[src/sv/abrf_pkg.sv]
// shared constants, types and codes of the alpha blended rectangle fill engine
package abrf_pkg;

   localparam int SCREEN_COLS = 320;
   localparam int SCREEN_ROWS = 240;
   localparam int ROW_STRIDE  = 320;

   localparam int STORE_DEPTH = (SCREEN_ROWS - 1) * ROW_STRIDE + SCREEN_COLS;
   localparam int ADDR_W      = (STORE_DEPTH < 2) ? 1 : $clog2(STORE_DEPTH);

   localparam logic OP_FILL = 1'b0;
   localparam logic OP_READ = 1'b1;

   localparam logic [1:0] CH_RED   = 2'd0;
   localparam logic [1:0] CH_GREEN = 2'd1;
   localparam logic [1:0] CH_BLUE  = 2'd2;

   typedef enum logic [3:0] {
      ST_CLEAR,
      ST_IDLE,
      ST_SETUP,
      ST_RD,
      ST_MUL,
      ST_DIV,
      ST_WR,
      ST_RSP
   } state_type;

   typedef struct packed {
      logic       load;
      logic [7:0] colour;
      logic [7:0] old;
      logic [7:0] alpha;
   } blend_req_type;

endpackage

[src/sv/abrf_blend_unit.sv]
// shared per-channel blend unit: registered multiply-add, then divide by 255
module abrf_blend_unit import abrf_pkg::*; (
   input  logic          clock,
   input  blend_req_type blend_req,
   output logic [7:0]    blend_out
);

   logic [15:0] num_ff;
   logic [15:0] num_in;
   logic [16:0] sum;
   logic [15:0] prod_new;
   logic [15:0] prod_old;
   logic [16:0] div_sum;

   always_comb begin
      prod_new = 16'(blend_req.colour) * 16'(blend_req.alpha);
      prod_old = 16'(blend_req.old) * 16'(8'd255 - blend_req.alpha);
      sum      = 17'(prod_new) + 17'(prod_old);
      num_in   = blend_req.load ? sum[15:0] : num_ff;
   end

   always_ff @(posedge clock) begin
      num_ff <= num_in;
   end

   // exact floor(n / 255) for n up to 255 * 255
   always_comb begin
      div_sum   = 17'(num_ff) + 17'(num_ff[15:8]) + 17'd1;
      blend_out = div_sum[15:8];
   end

endmodule

[config.mk]
export PLATFORM = sky130hd
export DESIGN_NAME = abrf_blend_unit
export DESIGN_NICKNAME = d
export VERILOG_FILES = /design/src/sv/abrf_pkg.sv /design/src/sv/abrf_blend_unit.sv
export SDC_FILE = /design/constraint.sdc
export NUM_CORES = 1
export LEC_CHECK = 0
export BUFFER_PORTS_ARGS = -buffer_cell sky130_fd_sc_hd__buf_2
export CORE_MARGIN = 1
export CORE_UTILIZATION = 45
export DETAILED_ROUTE_END_ITERATION = 7
export HOLD_SLACK_MARGIN = 0.03
export PLACE_DENSITY = 0.66
export SLEW_MARGIN = 20
export SYNTH_ARGS = -nofsm -noshare
export SYNTH_HDL_FRONTEND = slang
export SYNTH_SLANG_ARGS = --single-unit
[constraint.sdc]
create_clock -name clock -period 11.27 [get_ports clock]
set_input_delay 1.127 -clock clock [delete_from_list [all_inputs] [get_ports clock]]
set_output_delay 1.127 -clock clock [all_outputs]
set_load 0.02 [all_outputs]
# Word-level counts from Yosys, hierarchy flattened
# Index checks and enable logic that the tools add are counted.
# word_totals
ff_bits,16
inputBits,26
out_inout_bits,8
wordCells,7
# op_classes
n_addsub,4
multipliers,2
# op_table
operator,n
$add 16x1->16 const B,1
$add 16x16->16,1
$add 16x8->16,1
$mul 8x8->16,1
$mul 9x9->16,1
$sub 8x8->9 const A,1

# Logic depth before layout (Yosys ltp)
# Gate-level depths: netlist (run 1).
# logic_depth
ltp_word,3
depth_mapped,19
mapped_depth_nobuf,18

# Least setup slack after synthesis (run 1)
# No wires, ideal clock.
# synth_path
kind,input port to flip-flop
startpoint,in blend_req[0] in the netlist's numbering
endpoint,"reg num_ff[13], data pin"
setup_time_ns,0.271
arrival_ns,5.861
t_required_ns,10.999
path_slack_ns,5.138
path_stages,19
n_path_buf,1
cell_sequence,clkbuf_1 -> nand2b_1 -> fa_1 -> inv_1 -> fa_1 -> inv_1 -> fa_1 -> inv_1 -> fa_1 -> fa_1 -> inv_1 -> fa_1 -> inv_1 -> ha_1 -> a2111oi_2 -> o21ai_2 -> a41oi_2 -> or4b_1 -> o2111ai_1
# synth_between
elab_chain_len,3
elab_cells_between_ends,4
classes_between,add/sub (2); mul (2)
# synth_rtl
item,line,text
from (decl),abrf_blend_unit.sv:4,"input blend_req_type blend_req,"
$sub 8x8->9,abrf_blend_unit.sv:17,prod_old = 16'(blend_req.old) * 16'(8'd255 - blend_req.alpha);
$mul 9x9->16,abrf_blend_unit.sv:17,
$add 16x16->16 (*),abrf_blend_unit.sv:18,sum = 17'(prod_new) + 17'(prod_old);
named net sum[13],abrf_blend_unit.sv:10,logic [16:0] sum;
to (signal assigned),abrf_blend_unit.sv:23,num_ff <= num_in;
to (decl),abrf_blend_unit.sv:8,logic [15:0] num_ff;
# The timed path passes the listed nets; every way through them passes the cells marked *.
# A chain may end at the register's enable or synchronous reset.

# Final worst setup path (run 1)
# layout_path
startpoint,in blend_req[2] in the netlist's numbering
endpoint,"reg num_ff[13], data pin"
# The elaborated chain is that of the path after synthesis.

==> qor.yml, run 1 <==
outcome: "finished clean"
nets: 773
max_freq_mhz: 160
rows: 38
globalplace.congestion: 0.860
antenna_found_initial: 0
synth_cell_types: 42
largest_reg_flops: 16
ys_ff_latch: 16
slowest_stage: "fa_1"
maxCapViolations: 0
synth_area_um2: 5230
cts_resized: 0
post_cts_buffers: 0
path_common_cell: "fa_1"
fin_crit_sh_pct: 55.3
antenna_left: 0
core_um2: 11100
die_y_um: 110
clkSinkCount: 16
crit_arrival_ns: 6.21
startpoint_type: "primary input"
syn2layout_area_growth_pct: 7.28
diodes: 0
crit_chain: "buf_2 -> nand2_1 -> fa_1 -> fa_1 -> fa_1 -> inv_1 -> fa_1 -> fa_1 -> inv_1 -> fa_1 -> inv_1 -> ha_1 -> a2111oi_2 -> o21ai_2 -> a41oi_2 -> or4b_1 -> o2111ai_1"
period_minus_slack_ns: 6.23
route.detailed.drc: 0
dp_hpwl_mm: 8.52
cp.required_ns: 11.24
clkSlewWorstSetupHoldPaths_ns: 0.05
vias_per_cell: 5.09
drtIter0Drc: 239
crit_family: "adder cells"
rsz0062_at_grt: "false"
cts_buffer_depth: 2
critical_path_class: "in2reg"
grtUsageTotal_pct: 18.0
htree_num_levels: 1
grt_max_degree: 17
start_util_pct: 47.2
die_w_um: 110
ys_warn_count: 0
final-hold-violation-count: 0
reg_top3: "num_ff (16)"
cp_max_fo: 16
cts_tree: "done"
postRouteWirelength_mm: 9.94
synthArstFlopShare_pct: 0
syn-num-nets: 745
setup_viol: 0
via_count: 3653
end_kind: "flop"
cts-root-buf: "clkbuf_16"
grt-ovfl-total: 0
syn_avg_cell_area_um2: 9.50
port-buffer-count: 33
drv_slew: 0
synthFlopType: "edfxtp_1"
grt_pass1_wl_mm: 16.8
die_area_um2: 12000
yosysSeqAreaShare_pct: 9.19
cts_buffers: 3
nFillCells: 1054
synth_edf_count: 16
timing.setup.tns_ns: 0
layout-drive-gt1-share_pct: 7.45
path_buf_inv: 4
max_stage_delay_ns: 0.54
grt_pass1_vias: 3736
wl_per_cell_um: 13.9
largest-register: "num_ff"
first_pass_iters: 4
postSynthCellCount: 550
postCtsHoldBufs: 0
ios: 34
hold_path.class: "in2reg"
-- stage by stage --
step | hold WS, ns | setup slack [ns] | std cells | utilization (%) | area [µm²]
2_1_floorplan | 1.24 | 5.14 | 550 | - | 5230
3_3_place_gp | 1.56 | 4.92 | 713 | 49.9 | 5530
3_5_place_dp | 1.57 | 4.80 | 713 | 49.9 | 5530
4_1_cts | 1.31 | 5.04 | 717 | 50.6 | 5610
5_1_grt | 1.32 | 4.83 | 717 | 50.6 | 5610
6_report | 1.31 | 5.04 | 717 | 50.6 | 5610
-- path summary, 6_finish.rpt --
kind | start | endpoint | slack, ns | depth (start not counted)
setup / recovery | blend_req[2] | num_ff[13] | 5.04 | 17
hold / removal | blend_req[24] | num_ff[12] | 1.31 | 1
-- layout make-up --
type	instances	area [µm²]	area share, %
clock buffer	3	75.1	1.34
sequential	16	480	8.57
timing repair buffer	33	165	2.95
tap	140	175	3.12
clock inverter	1	3.75	0.0669
inverter	133	499	8.90
multi-input combinational	391	4210	75.1
-- synth_stat cells, types with 2 or more instances --
cell type	instances	area share (%)
a31oi_1	2	0.24
inv_1	133	9.6
edfxtp_1	16	9.2
o21ai_2	2	0.34
and2_1	30	3.6
nand4_1	2	0.24
o21ai_1	3	0.29
nor2_1	4	0.29
a21o_1	5	0.72
xnor2_1	22	3.7
a21oi_1	12	1.1
fa_1	95	36
o211ai_1	3	0.43
o21a_1	2	0.29
o21ai_0	3	0.29
o21bai_1	3	0.43
clkbuf_1	8	0.57
ha_1	74	18
nand3_1	3	0.29
nand2_1	41	2.9
and3_1	3	0.36
nor3_1	3	0.29
nor2b_1	34	4.1
nand2b_1	29	3.5
-- metal layers --
| metal | routed length [µm] | up-vias | global-route usage (%) |
|---|---|---|---|
| li1 | - | 1737 | - |
| met4 | 76 | 0 | 2.29 |
| met5 | 0 | - | 0 |
| met1 | 4280 | 1831 | 24.0 |
| met3 | 384 | 6 | 1.48 |
| met2 | 5200 | 79 | 32.5 |
-- placed cells by master (no fill, tap or decap), types with 2 or more instances in the layout --
cell       count
o211ai_1       3
nand3_1        3
o21bai_1       3
nand2b_1      29
clkbuf_16      3
nor2b_1       34
o21ai_2        2
o21ai_1        3
a31oi_1        2
o21a_1         2
ha_1          74
a21oi_1       12
nand4_1        2
inv_1        133
xnor2_1       22
nand2_1       41
nor3_1         3
edfxtp_1      16
and3_1         3
buf_2         33
fa_1          95
a21o_1         5
o21ai_0        3
nor2_1         4
and2_1        30
-- kinds of logic after synthesis --
| logic type | count (synthesis) | share of synthesized area [%] |
|---|---|---|
| AOI/OAI and AO/OA | 46 | 6.39 |
| xor gates and xnor gates | 23 | 3.85 |
| adders and majority gates | 169 | 54.1 |
| buffers and inverters | 143 | 10.3 |
| DFF | 16 | 9.19 |
| muxes | 1 | 0.215 |
| other | 1 | 0.0718 |
| and+or+nand+nor | 151 | 15.9 |
Power of run 1 is left out: the tool's default activity adds up to more than one toggle a clock period on the data nets, which glitch-free logic cannot reach.
==> run 2: changes to the inputs <==
--- a/config.mk
+++ b/config.mk
@@ -10,7 +10,7 @@
 export CORE_UTILIZATION = 45
 export DETAILED_ROUTE_END_ITERATION = 7
 export HOLD_SLACK_MARGIN = 0.03
-export PLACE_DENSITY = 0.66
+export PLACE_DENSITY = 0.69
 export SLEW_MARGIN = 20
 export SYNTH_ARGS = -nofsm -noshare
 export SYNTH_HDL_FRONTEND = slang
==> constraint.sdc (replaced) <==
create_clock -name clock -period 5.25 [get_ports clock]
set_input_delay 0.525 -clock clock [delete_from_list [all_inputs] [get_ports clock]]
set_output_delay 0.525 -clock clock [all_outputs]
set_load 0.02 [all_outputs]
==> qor.yml, run 2 (synthesis gave the netlist of run 1 again) <==
dpl.cell_count: 766  # +7.4%
period_minus_slack_ns: 5.15
critical_path_class: "in2reg"
port-buffer-count: 33  # unchanged
drtIter0Drc: 154  # -36%
fin_crit_sh_pct: 98.2
crit_arrival_ns: 5.23  # -0.98 ns
final_common_cell: "inv_1"
grt_max_degree: 17  # unchanged
vias_per_cell: 4.98  # -2.2%
path_common_cell: "fa_1"
nets: 827  # +7.0%
cts_buffers: 3  # unchanged
rows: 38  # unchanged
nFillCells: 977  # -7.3%
grt-ovfl-total: 0  # unchanged
postRouteWirelength_mm: 10.6  # +7.0%
route.detailed.drc: 0  # unchanged
largest_reg_flops: 16  # unchanged
cts_buffer_depth: 2  # unchanged
globalplace.congestion: 0.869  # +1.1%
die_area_um2: 12000  # unchanged
path_buf_inv: 5  # +1
instances_no_fill: 771  # +7.5%
layout-drive-gt1-share_pct: 18.7  # +11 points
crit_chain: "buf_6 -> and2_4 -> fa_1 -> inv_1 -> fa_1 -> fa_1 -> inv_2 -> fa_1 -> fa_1 -> inv_1 -> fa_1 -> inv_2 -> ha_4 -> o211ai_1 -> nand2_1 -> a41oi_2 -> or4b_1 -> o2111ai_1"
htree_num_levels: 1  # unchanged
mostFrequentLayoutCells: "inv_1, fa_1, ha_1"
clkSlewWorstSetupHoldPaths_ns: 0.04  # about the same
max_stage_delay_ns: 0.54  # about the same
fin_util_pct: 55.6  # +5.0 points
setup_viol: 0  # unchanged
layout_setup_ws_ns: 0.0968  # -4.94 ns
cp_max_fo: 7  # -9
hold_start: "blend_req[24]"
min_to: "num_ff[15]"
antenna_left: 0  # unchanged
antenna_found_initial: 0  # unchanged
largest-register: "num_ff"
slowest_stage: "fa_1"
hold_path.class: "in2reg"
die_y_um: 110  # unchanged
syn2layout_area_growth_pct: 18.0
final-hold-violation-count: 0  # unchanged
start_util_pct: 47.2  # unchanged
grtUsageTotal_pct: 19.4  # +1.5 points
crit_family: "adder cells"
via_count: 3842  # +5.2%
wl_per_cell_um: 13.8  # -0.47%
max_freq_mhz: 194
reg_top3: "num_ff (16)"
outcome: "finished clean"
multiInputGateArea_um2: 4320  # +2.6%
end_kind: "flop"
drv_slew: 0  # unchanged
cts-root-buf: "clkbuf_16"
dp_hpwl_mm: 9.46  # +11%
core_um2: 11100  # unchanged
rsz0062_at_grt: "true"
final-seq-area_um2: 480  # unchanged
diodes: 0  # unchanged
startpoint_type: "primary input"
worstHoldPathCells: 1  # unchanged
clkSinkCount: 16  # unchanged
place_ws_ns: -0.291  # -5.09 ns
first_pass_iters: 4  # unchanged
cts_tree: "done"
grt_pass1_vias: 4073  # +9.0%
cp.required_ns: 5.32  # -5.92 ns
maxCapViolations: 0  # unchanged
grt_pass1_wl_mm: 18.3  # +9.0%
ios: 34  # unchanged
die_w_um: 110  # unchanged
postCtsHoldBufs: 0  # unchanged
[run 2: final cells by class]
class,count,area share [%]
clock inverter,1,0.0609
tap,140,2.84
inverter,133,8.10
sequential,16,7.79
timing repair buffer,87,9.92
clock buffer,3,1.22
multi-input combinational,391,70.1
[run 2: worst max path at each step]
stage / from / end / slack [ns] / depth (start not counted)
6_report: blend_req[19] / num_ff[13] / 0.1 / 18
3_3_place_gp: blend_req[2] / num_ff[13] / -0.18 / 19
2_1_floorplan: blend_req[1] / num_ff[13] / -0.06 / 19
5_1_grt: blend_req[19] / num_ff[13] / -0.08 / 18
3_5_place_dp: blend_req[2] / num_ff[15] / -0.29 / 19
4_1_cts: blend_req[2] / num_ff[13] / 0.008 / 19
[run 2: metal layers]
metal,global-route usage (%),up-vias,routed length [µm]
li1,-,1848,-
met1,25.6,1922,4770
met2,34.3,58,5380
met3,2.61,14,365
met4,3.52,0,124
met5,0,-,0
[run 2: what timing repair did]
item | in CTS | in global routing
setup buffers | 0 | 1
resized for setup | 1 | 33
pin swaps | 2 | 9
endpoints found under the setup margin | 2 | 6
[run 2: through the flow]
stage	hold slack [ns]	area, µm²	TNS [ns]
finish	0.709	6160	0
global route	0.727	6160	-0.114
CTS	0.711	6060	0
detailed placement	0.961	5980	-1.30
global placement	0.957	5980	-0.703
floorplan	0.637	5310	-0.0922
Power of run 2 is left out for the same reason.
